[src/rtl/mseq_pkg.sv]
`default_nettype none

package mseq_pkg;

    localparam int unsigned CFG_INDEX_W = 3;
    localparam int unsigned CFG_DATA_W  = 32;
    localparam int unsigned CODE_W      = 16;
    localparam int unsigned SEED_W      = 32;
    localparam int unsigned RATIO_W     = 16;
    localparam int unsigned HOLD_W      = RATIO_W + 1;
    localparam int unsigned DELAY_W     = 16;
    localparam int unsigned RES_W       = 5;

    // feedback tap position of the shift register
    localparam int unsigned TAP_BIT = 12;

    localparam logic [SEED_W-1:0]  SEED_RESET       = 32'h0000_0001;
    localparam logic [RES_W-1:0]   RES_RESET        = 5'd16;
    localparam logic [RES_W-1:0]   RES_MIN          = 5'd8;
    localparam logic [RES_W-1:0]   RES_MAX          = 5'd16;
    localparam logic [HOLD_W-1:0]  HOLD_RESET       = 17'd1;

    typedef enum logic [CFG_INDEX_W-1:0] {
        REG_LEVEL_HIGH  = 3'd0,
        REG_LEVEL_LOW   = 3'd1,
        REG_SEED        = 3'd2,
        REG_HOLD_RATIO  = 3'd3,
        REG_START_DELAY = 3'd4,
        REG_RESOLUTION  = 3'd5,
        REG_OFFSET_BIN  = 3'd6
    } cfg_idx_t;

    typedef struct packed {
        logic restart;
    } tick_t;

    typedef struct packed {
        logic [CODE_W-1:0] sample;
        logic              seq_bit;
        logic              delaying;
    } code_t;

    // control from the top level to the sequence core
    typedef struct packed {
        logic seed_load;
        logic advance;
        logic restart;
    } lfsr_ctrl_t;

endpackage

`default_nettype wire

[src/rtl/mseq_chan_if.sv]
`default_nettype none

interface mseq_chan_if #(
    parameter type data_t = logic
);
    logic  valid;
    logic  ready;
    data_t data;

    modport source (output valid, output data, input ready);
    modport sink (input valid, input data, output ready);
endinterface

`default_nettype wire

[src/rtl/msequence_stimulus_generator.sv]
`default_nettype none

// M-sequence stimulus generator.
// Channels: tick (sink) takes one word per converter sample tick, carrying
// the restart flag; code (source) gives one word per tick with the
// converter sample, the current sequence bit and the delaying flag.
// Configuration: cfg_we / cfg_index / cfg_wdata write one register per
// clock; writing seed also loads the shift register, writing start_delay
// also reloads the delay countdown. The user must let writes go in only
// while the block is idle; the block itself does not enforce it. Each tick
// word accepted goes to the code output register, one word per clock
// unless code stalls; the state update, the level select and the offset
// binary conversion all sit between the state registers and that register.
// Stall: the output register holds its word while code.ready is low; tick
// is still taken in that cycle only if the held word leaves at the same
// edge, so nothing is dropped or duplicated.
// Reset: registers return to their reset values (seed 1, resolution 16,
// the rest 0), the sequence bit to 1, the hold counter to 1, no delay, and
// the output register empties.
module msequence_stimulus_generator (
    input  wire logic                                clk,
    input  wire logic                                rst_n,
    mseq_chan_if.sink                                tick,
    mseq_chan_if.source                              code,
    input  wire logic                                cfg_we,
    input  wire logic [mseq_pkg::CFG_INDEX_W-1:0]    cfg_index,
    input  wire logic [mseq_pkg::CFG_DATA_W-1:0]     cfg_wdata
);

    // configuration registers
    logic [mseq_pkg::CODE_W-1:0]  level_high_reg;
    logic [mseq_pkg::CODE_W-1:0]  level_low_reg;
    logic [mseq_pkg::SEED_W-1:0]  seed_reg;
    logic [mseq_pkg::RATIO_W-1:0] hold_ratio_reg;
    logic [mseq_pkg::RES_W-1:0]   resolution_reg;
    logic                         offset_bin_reg;

    logic [mseq_pkg::DELAY_W-1:0] delay_left_reg;

    // output register
    logic                         out_valid_reg;
    mseq_pkg::code_t              out_word_reg, out_word_next;

    logic                         accept;
    logic                         delay_active;
    logic                         seed_wr;
    logic                         delay_wr;
    logic                         bit_next;
    logic [mseq_pkg::SEED_W-1:0]  lfsr_seed;
    mseq_pkg::lfsr_ctrl_t         lfsr_ctrl;

    logic [mseq_pkg::RES_W-1:0]   res_eff;
    logic [mseq_pkg::RES_W-1:0]   res_shift;
    logic [mseq_pkg::CODE_W-1:0]  level;
    logic [mseq_pkg::CODE_W-1:0]  msb_mask;
    logic [mseq_pkg::CODE_W-1:0]  full_mask;

    assign tick.ready   = !out_valid_reg || code.ready;
    assign accept       = tick.valid && tick.ready;
    assign delay_active = (delay_left_reg != '0);

    assign seed_wr  = cfg_we && (mseq_pkg::cfg_idx_t'(cfg_index) == mseq_pkg::REG_SEED);
    assign delay_wr = cfg_we && (mseq_pkg::cfg_idx_t'(cfg_index) == mseq_pkg::REG_START_DELAY);

    // a seed write loads the shift register with the new value at the same
    // edge as the seed register itself
    assign lfsr_seed = seed_wr ? cfg_wdata[mseq_pkg::SEED_W-1:0] : seed_reg;

    assign lfsr_ctrl.seed_load = seed_wr;
    assign lfsr_ctrl.advance   = accept && !delay_active;
    assign lfsr_ctrl.restart   = tick.data.restart;

    mseq_lfsr u_lfsr (
        .clk        (clk),
        .rst_n      (rst_n),
        .seed       (lfsr_seed),
        .hold_ratio (hold_ratio_reg),
        .ctrl       (lfsr_ctrl),
        .bit_next   (bit_next)
    );

    // Offset binary masks: resolution clamped to 8..16, masks shifted down
    // from the 16-bit forms.
    always_comb
    begin
        if (resolution_reg < mseq_pkg::RES_MIN)
        begin
            res_eff = mseq_pkg::RES_MIN;
        end
        else if (resolution_reg > mseq_pkg::RES_MAX)
        begin
            res_eff = mseq_pkg::RES_MAX;
        end
        else
        begin
            res_eff = resolution_reg;
        end
        res_shift = mseq_pkg::RES_MAX - res_eff;
        msb_mask  = {1'b1, {(mseq_pkg::CODE_W-1){1'b0}}} >> res_shift[3:0];
        full_mask = {mseq_pkg::CODE_W{1'b1}} >> res_shift[3:0];
    end

    // Result word for the tick being accepted.
    always_comb
    begin
        if (delay_active)
        begin
            level = '0;
        end
        else if (bit_next)
        begin
            level = level_high_reg;
        end
        else
        begin
            level = level_low_reg;
        end
        if (offset_bin_reg)
        begin
            out_word_next.sample = (level ^ msb_mask) & full_mask;
        end
        else
        begin
            out_word_next.sample = level;
        end
        out_word_next.seq_bit  = bit_next;
        out_word_next.delaying = delay_active;
    end

    always_ff @(posedge clk or negedge rst_n)
    begin
        if (!rst_n)
        begin
            level_high_reg <= '0;
            level_low_reg  <= '0;
            seed_reg       <= mseq_pkg::SEED_RESET;
            hold_ratio_reg <= '0;
            resolution_reg <= mseq_pkg::RES_RESET;
            offset_bin_reg <= 1'b0;
        end
        else if (cfg_we)
        begin
            unique case (mseq_pkg::cfg_idx_t'(cfg_index))
                mseq_pkg::REG_LEVEL_HIGH:  level_high_reg <= cfg_wdata[mseq_pkg::CODE_W-1:0];
                mseq_pkg::REG_LEVEL_LOW:   level_low_reg  <= cfg_wdata[mseq_pkg::CODE_W-1:0];
                mseq_pkg::REG_SEED:        seed_reg       <= cfg_wdata[mseq_pkg::SEED_W-1:0];
                mseq_pkg::REG_HOLD_RATIO:  hold_ratio_reg <= cfg_wdata[mseq_pkg::RATIO_W-1:0];
                mseq_pkg::REG_RESOLUTION:  resolution_reg <= cfg_wdata[mseq_pkg::RES_W-1:0];
                mseq_pkg::REG_OFFSET_BIN:  offset_bin_reg <= cfg_wdata[0];
                default:                   ;
            endcase
        end
    end

    // start delay countdown; a write to start_delay reloads it
    always_ff @(posedge clk or negedge rst_n)
    begin
        if (!rst_n)
        begin
            delay_left_reg <= '0;
        end
        else if (delay_wr)
        begin
            delay_left_reg <= cfg_wdata[mseq_pkg::DELAY_W-1:0];
        end
        else if (accept && delay_active)
        begin
            delay_left_reg <= delay_left_reg - mseq_pkg::DELAY_W'(1);
        end
    end

    always_ff @(posedge clk or negedge rst_n)
    begin
        if (!rst_n)
        begin
            out_valid_reg <= 1'b0;
        end
        else if (accept)
        begin
            out_valid_reg <= 1'b1;
        end
        else if (code.ready)
        begin
            out_valid_reg <= 1'b0;
        end
    end

    always_ff @(posedge clk)
    begin
        if (accept)
        begin
            out_word_reg <= out_word_next;
        end
    end

    assign code.valid = out_valid_reg;
    assign code.data  = out_word_reg;

endmodule

`default_nettype wire

[src/rtl/mseq_lfsr.sv]
`default_nettype none

// Shift register, spilled bit and hold counter of the sequence.
module mseq_lfsr (
    input  wire logic                          clk,
    input  wire logic                          rst_n,
    input  wire logic [mseq_pkg::SEED_W-1:0]   seed,
    input  wire logic [mseq_pkg::RATIO_W-1:0]  hold_ratio,
    input  wire mseq_pkg::lfsr_ctrl_t          ctrl,
    output logic                               bit_next
);

    logic [mseq_pkg::SEED_W-1:0] shift_reg, shift_next;
    logic                        spill_reg, spill_next;
    logic                        bit_reg;
    logic [mseq_pkg::HOLD_W-1:0] hold_reg, hold_next;
    logic [mseq_pkg::HOLD_W-1:0] hold_dec;
    logic [mseq_pkg::SEED_W-1:0] src_reg;
    logic                        src_spill;
    logic                        new_bit;

    always_comb
    begin
        hold_dec   = hold_reg - mseq_pkg::HOLD_W'(1);
        src_reg    = shift_reg;
        src_spill  = spill_reg;
        hold_next  = hold_dec;
        shift_next = shift_reg;
        spill_next = spill_reg;
        bit_next   = bit_reg;
        new_bit    = 1'b0;
        if (ctrl.advance && (hold_dec == '0))
        begin
            if (ctrl.restart)
            begin
                // reseed ahead of the step
                src_reg   = seed;
                src_spill = 1'b0;
                hold_next = mseq_pkg::HOLD_RESET;
            end
            else
            begin
                hold_next = {1'b0, hold_ratio} + mseq_pkg::HOLD_W'(1);
            end
            new_bit    = src_reg[mseq_pkg::TAP_BIT] ^ src_spill;
            spill_next = src_reg[mseq_pkg::SEED_W-1];
            shift_next = {src_reg[mseq_pkg::SEED_W-2:0], new_bit};
            bit_next   = new_bit;
        end
        else if (!ctrl.advance)
        begin
            hold_next = hold_reg;
        end
    end

    always_ff @(posedge clk or negedge rst_n)
    begin
        if (!rst_n)
        begin
            shift_reg <= mseq_pkg::SEED_RESET;
            spill_reg <= 1'b0;
            bit_reg   <= 1'b1;
            hold_reg  <= mseq_pkg::HOLD_RESET;
        end
        else if (ctrl.seed_load)
        begin
            shift_reg <= seed;
        end
        else
        begin
            shift_reg <= shift_next;
            spill_reg <= spill_next;
            bit_reg   <= bit_next;
            hold_reg  <= hold_next;
        end
    end

endmodule

`default_nettype wire

[src/flat_wrapper.sv]
// flat-port wrapper written by rule: the top's interface ports become plain ports
module msequence_stimulus_generator_flat import mseq_pkg::*;
  (clk, rst_n, cfg_we, cfg_index, cfg_wdata, tick_valid, tick_data, tick_ready, code_valid, code_data, code_ready);
  mseq_chan_if #(.data_t(tick_t)) tick_i ();
  mseq_chan_if #(.data_t(code_t)) code_i ();
  input  wire logic clk;
  input  wire logic rst_n;
  input  wire logic cfg_we;
  input  wire logic [mseq_pkg::CFG_INDEX_W-1:0] cfg_index;
  input  wire logic [mseq_pkg::CFG_DATA_W-1:0] cfg_wdata;
  input wire logic [$bits(tick_i.valid)-1:0] tick_valid;
  input wire logic [$bits(tick_i.data)-1:0] tick_data;
  output wire logic [$bits(tick_i.ready)-1:0] tick_ready;
  output wire logic [$bits(code_i.valid)-1:0] code_valid;
  output wire logic [$bits(code_i.data)-1:0] code_data;
  input wire logic [$bits(code_i.ready)-1:0] code_ready;
  assign tick_i.valid = tick_valid;
  assign tick_i.data = tick_data;
  assign tick_ready = tick_i.ready;
  assign code_valid = code_i.valid;
  assign code_data = code_i.data;
  assign code_i.ready = code_ready;
  msequence_stimulus_generator u_core (.clk(clk), .rst_n(rst_n), .tick(tick_i), .code(code_i), .cfg_we(cfg_we), .cfg_index(cfg_index), .cfg_wdata(cfg_wdata));
endmodule
[config.mk]
export PLATFORM = sky130hd
export DESIGN_NAME = msequence_stimulus_generator_flat
export DESIGN_NICKNAME = d
export VERILOG_FILES = /design/src/rtl/mseq_pkg.sv /design/src/rtl/mseq_chan_if.sv /design/src/rtl/msequence_stimulus_generator.sv /design/src/rtl/mseq_lfsr.sv /design/src/flat_wrapper.sv
export SDC_FILE = /design/constraint.sdc
export NUM_CORES = 1
export LEC_CHECK = 0
export ABC_AREA = 1
export ABC_CLOCK_PERIOD_IN_PS = 2390
export BUFFER_PORTS_ARGS = -buffer_cell sky130_fd_sc_hd__buf_2
export CORE_ASPECT_RATIO = 2
export CORE_MARGIN = 2
export CORE_UTILIZATION = 55
export CTS_CLUSTER_SIZE = 28
export DETAILED_ROUTE_END_ITERATION = 12
export PLACE_DENSITY = 0.78
export SLEW_MARGIN = 20
export SYNTH_ARGS = -nofsm -noshare
export SYNTH_HDL_FRONTEND = slang
export SYNTH_SLANG_ARGS = --single-unit
export TNS_END_PERCENT = 100
[constraint.sdc]
create_clock -name clk -period 2.39 [get_ports clk]
set_input_delay 0.3585 -clock clk [delete_from_list [all_inputs] [get_ports clk]]
set_output_delay 0.3585 -clock clk [all_outputs]
set_load 0.03 [all_outputs]
* Yosys cells after proc, flatten, opt, wreduce, memory -nomap -nowiden *
Index checks and enable logic that the tools add are counted.

storage, ports and cells
  register bits = 172
  latch bits = 0
  RAM bits = 0
  bits in read-only memories = 0
  bits of input ports = 41
  word-level logic and storage cells = 77
  memories kept = 0

cells by class
  add/sub/neg operators = 4
  multiply operators = 0
  div/mod/pow operators = 0
  magnitude comparators = 2
  equality and inequality tests = 6
  shift-type cells = 2
  multiplexer cells = 20
  bitwise gates (word level) = 4
  reductions and logical operators = 24

operators by type and width
  operator                 count
  $mux W32                 5
  $mux W16                 5
  $mux W17                 3
  $shr A16 B4 Y16 const A  2
  $add A16 B1 Y17 const B  1
  $logic_not A17 Y1        1
  $sub A17 B1 Y17 const B  1
  $and A16 B16 Y16         1
  $reduce_and A2 Y1        8
  $reduce_bool A16 Y1      1
  $sub A16 B1 Y16 const B  1
  $xor A16 B16 Y16         1
  $eq A3 B3 Y1 const B     3
  $mux W4                  2
  $reduce_bool A2 Y1       4
  $eq A3 B2 Y1 const B     2
  $logic_and A1 B1 Y1      6
  $gt A5 B5 Y1 const B     1
  $lt A5 B4 Y1 const B     1
  $mux W1                  5
  $sub A1 B4 Y4 const A    1
  $eq A3 B1 Y1 const B     1
  $logic_not A3 Y1         1
  $logic_not A1 Y1         2
  other kinds (3)          3

* Logic depth before layout (Yosys ltp) *
  depth after elaboration = 13
  gate-level depth with buffers = 20
  depth with buffers taken out = 19

* Hierarchy *
From an unflattened synthesis, not the netlist that was laid out.

unflattened totals
  cell total of the unflattened synthesis = 1362
  area total of the unflattened synthesis = 9928.3 µm²

by module, submodules not included
  module                        instances  cells an instance  area an instance (µm²)  sequential area each (µm²)
  msequence_stimulus_generator  1          752                5995.8                  3120.5
  mseq_lfsr                     1          610                3932.5                  1280.0

* Worst setup path before layout *
Ideal clock, no wire load.

  path kind = register -> register
  start = register u_core.u_lfsr.hold_reg[0] (netlist name)
  end = register u_core.out_word_reg (netlist bit u_core.code.data[11]), data pin
  setup time = 0.253 ns
  arrival time = 2.246 ns
  slack = -0.109 ns
  cell stages (with the launch flop) = 20
  cell sequence = dfstp_2 -> inv_1 -> ha_1 -> xnor2_1 -> nand2_1 -> nor2_1 -> nand2_1 -> nor2_1 -> nand2_1 -> nor2_4 -> nand2_4 -> nand2_4 -> nand2_4 -> buf_6 -> nand2_2 -> nand3_1 -> nand2_1 -> nand2_1 -> nand2_1 -> nand2_1

RTL lines
  what                      line                                 RTL
  start: declaration        mseq_lfsr.sv:16                      logic [mseq_pkg::HOLD_W-1:0] hold_reg, hold_next;
  start signal: assignment  mseq_lfsr.sv:63                      hold_reg <= mseq_pkg::HOLD_RESET;
  start signal: assignment  mseq_lfsr.sv:74                      hold_reg <= hold_next;
  end signal: assignment    msequence_stimulus_generator.sv:192  out_word_reg <= out_word_next;
  end: declaration          msequence_stimulus_generator.sv:42   mseq_pkg::code_t out_word_reg, out_word_next;

==> results_dict.tcl <==
set metrics [dict create \
    ys_ff_latch 172 \
    nets 1329 \
    grt_pass1_vias 8081 \
    hold_slack_ps 176.5 \
    insertedDiodeCount 0 \
    power_leakage_nw 5.449 \
    io_buffers 60 \
    synth_area_leaders "dfrtp_1 42%, nand2_1 13%, edfxtp_1 6.0%, inv_1 5.9%, nor2_1 5.9%" \
    synth-compound-area-share_pct 12.99 \
    p_sw_share_pct 31.29 \
    cp-end-kind "flip-flop" \
    grt_usage_pct 27.67 \
    synth_common_cells "311 x nand2_1, 149 x dfrtp_1, 141 x inv_1, 141 x nor2_1, 83 x o21ai_0" \
    dp_hpwl_um 16160 \
    ys_types 44 \
    dp_slack_ps -176.1 \
    gp_congestion 0.9813 \
    cts_tree "done" \
    place_inst 1447 \
    cts_buffer_depth 2 \
    die_w_um 94.35 \
    synth_ff_type "dfrtp_1" \
    period_minus_slack_ps 2613 \
    grt_pass1_wl_um 37810 \
    cap_viol_max_count 0 \
    die_h_um 184.7 \
    ioPinCount 61 \
    row_count 66 \
    viasPerCell 5.722 \
    p_per_area_nw_per_um2 746.3 \
    synth_xor_area_share_pct 1.561 \
    synth_top_area_share_pct 41.52 \
    cts_inserted_buffers 17 \
    setup_viol 63 \
    layout-drive-gt1-share_pct 22.37 \
    critPathLaunchType "flip-flop" \
    slowest_delay_ps 430 \
    fillers 1157 \
    synth_top_family_by_area "simple AND/OR/NAND/NOR gates" \
    worstSkewPairLatency_ps 420 \
    slew_violations 0 \
    p_int_mw 5.780 \
    seq_power_share_pct 45.2 \
    ys_seq_area_share_pct 49.00 \
    p_clk_share_pct 32.3 \
    layout.cells.non_filler 1496 \
    antenna_found_initial 0 \
    path_max_fanout 7 \
    rsz0062_at_grt "true" \
    max_slew_margin_pct 54.38 \
    dpl_cell_area_um2 10050 \
    synth-async-reset-ratio_pct 89.53 \
    yosys.area.top_type "dfrtp_1" \
    initial_utilization_pct 55.77 \
    syn_nets 1192 \
    design.core.area_um2 16100 \
    crit_path_cell_trace "inv_2 -> ha_4 -> nand2_2 -> nor2_2 -> nand3_1 -> nand2_1 -> nand2_1 -> nor2_1 -> nand2_1 -> nor2_4 -> nand2_4 -> nand2_8 -> nand2_8 -> buf_6 -> nand2_2 -> o211ai_2 -> nand2_1 -> o21ai_1" \
    drc_errors 0 \
    synth_mux_area_share_pct 0.3344 \
    skew_ps 7.879 \
    mappedNetlistArea_um2 8980 \
    crit_required_ps 2550 \
    arrival_ps 2780 \
    synth_area_per_cell_um2 7.863 \
    tightestPinTransition_ps 683.5 \
    fin_util_pct 70.00 \
    clock_sinks 172 \
    ant_nets 0 \
    htree_levels 4 \
    fin_crit_sh_pct 109.3 \
    vias 8560 \
    cp_slowest_cell "dfrtp_1" \
    hold_violations 0 \
    wire_per_inst_um 16.90 \
    status "complete, but fails checks" \
    cts_root_buf "clkbuf_16" \
    power.combinational.fraction_pct 22.5 \
    firstDrtPassIters 5 \
    area_growth_syn_to_layout_pct 25.53 \
    violations "negative setup slack" \
    yosys_warnings 0 \
    path_class "flip-flop to flip-flop" \
    post-route-cell-area_um2 11270 \
    hold_class "input pin to flip-flop" \
    synth_fa_ha_area_share_pct 1.254 \
    gr-total-overflow 0 \
    fmax_ghz 0.3828 \
    cts.reportedPaths.clkPinSlew_ps 70 \
    first_iter_violations 943 \
    synth_cells 1142 \
    power_switching_mw 2.632 \
    synth_most_common_cell "nand2_1" \
    path_common_cell "nand2_1" \
    grt_max_degree 67 \
    synth_edf_count 18 \
    finalWorstSetupSlack_ps -222.6 \
    synth_simple_gate_area_share_pct 26.79 \
    drt-total-wl_um 25290 \
    ir_drop_mv 0.8041 \
    dieArea_um2 17430 \
]
==> power by group through the flow <==
stage | combinational [mW] | sequential [mW] | clock, mW
floorplan | 1.07 | 3.81 | 0
global placement | 1.65 | 3.81 | 0
detailed placement | 1.73 | 3.83 | 0
CTS | 1.77 | 3.79 | 2.74
global route | 2.11 | 3.86 | 2.86
finish | 1.89 | 3.81 | 2.72
==> path summary, 6_finish.rpt <==
kind	from	cells past startpoint	slack (ps)	to
setup / recovery	u_core.u_lfsr.hold_reg[1]$_DFFE_PN0P_	18	-220	u_core.code.data[12]$_DFFE_PP_
hold reg to reg	u_core.seed_reg[18]$_DFFE_PN0P_	2	470	u_core.seed_reg[18]$_DFFE_PN0P_
hold / removal	cfg_wdata[20]	3	180	u_core.seed_reg[20]$_DFFE_PN0P_
max in group asynchronous	rst_n	3	1240	u_core.u_lfsr.shift_reg[0]$_DFFE_PN1P_
setup reg to reg	u_core.u_lfsr.hold_reg[1]$_DFFE_PN0P_	18	-220	u_core.code.data[12]$_DFFE_PP_
min in group asynchronous	rst_n	2	440	u_core.resolution_reg[0]$_DFFE_PN0P_
==> final cells by class <==
class	instances	area (um2)	area share (%)
flip-flops and latches	172	4402	39.05
multi-input cells	784	4282	37.98
repair inverters	1	7.507	0.06660
clock inverters	14	142.6	1.265
clock buffers	18	429.2	3.807
inverters	147	568.0	5.039
repair buffers	156	1186	10.52
well taps	204	255.2	2.264
==> cells in the final DEF, fill, tap and decap left out, drive strengths merged <==
cell	n
edfxtp	18
nor4	2
o2111ai	1
clkbuf	20
o21ai	96
o311ai	18
inv	149
buf	153
ha	9
dlygate4sd3	1
or2	3
nand4	16
nand3b	4
o31ai	2
a22oi	6
clkinvlp	6
a21oi	19
a21boi	3
nand2	320
o221ai	16
xor2	9
nor3	17
dfrtp	149
o221a	1
o211ai	19
nand3	55
and2	1
nor2	152
bufinv	2
xnor2	7
clkinv	5
a31oi	5
mux2i	3
dfstp	5
==> cells by family after synthesis <==
logic type                 after synthesis
buffers and inverters                  187
AOI/OAI and AO/OA                      186
and+or+nand+nor                        569
xor gates and xnor gates                16
DFF                                    172
adders and majority gates                9
muxes                                    3
==> timing repair <==
item,4_1_cts,5_1_grt
setup buffers,4,8
hold buffers,1,0
endpoints found under the hold margin,38,0
resized for setup,24,76
cloned,1,3
pin swaps,14,22
setup endpoints to repair,43,66
==> per-stage QoR <==
step | TNS, ps | power [mW]
finish | -7130 | 8.412
global route | -14770 | 8.825
CTS | -1407 | 8.291
detailed placement | -3255 | 5.555
global placement | -1226 | 5.462
floorplan | 0 | 4.888
==> worst max-delay path: cells and delay by family, from the launching register on <==
kind                       cells  cell delay [ps]
and+or+nand+nor               13             1310
AOI/OAI and AO/OA              2              180
buffers and inverters          2              260
DFF                            1              430
adders and majority gates      1              170
==> layer usage <==
metal	GRT usage [%]	share of wire, %	vias to the layer above
met5	0	0	-
met4	13.68	4.7	0
met3	4.374	7.1	85
met2	46.20	50	421
met1	34.55	38	4057
li1	-	-	3997
Power figures use the tool's default switching activity.
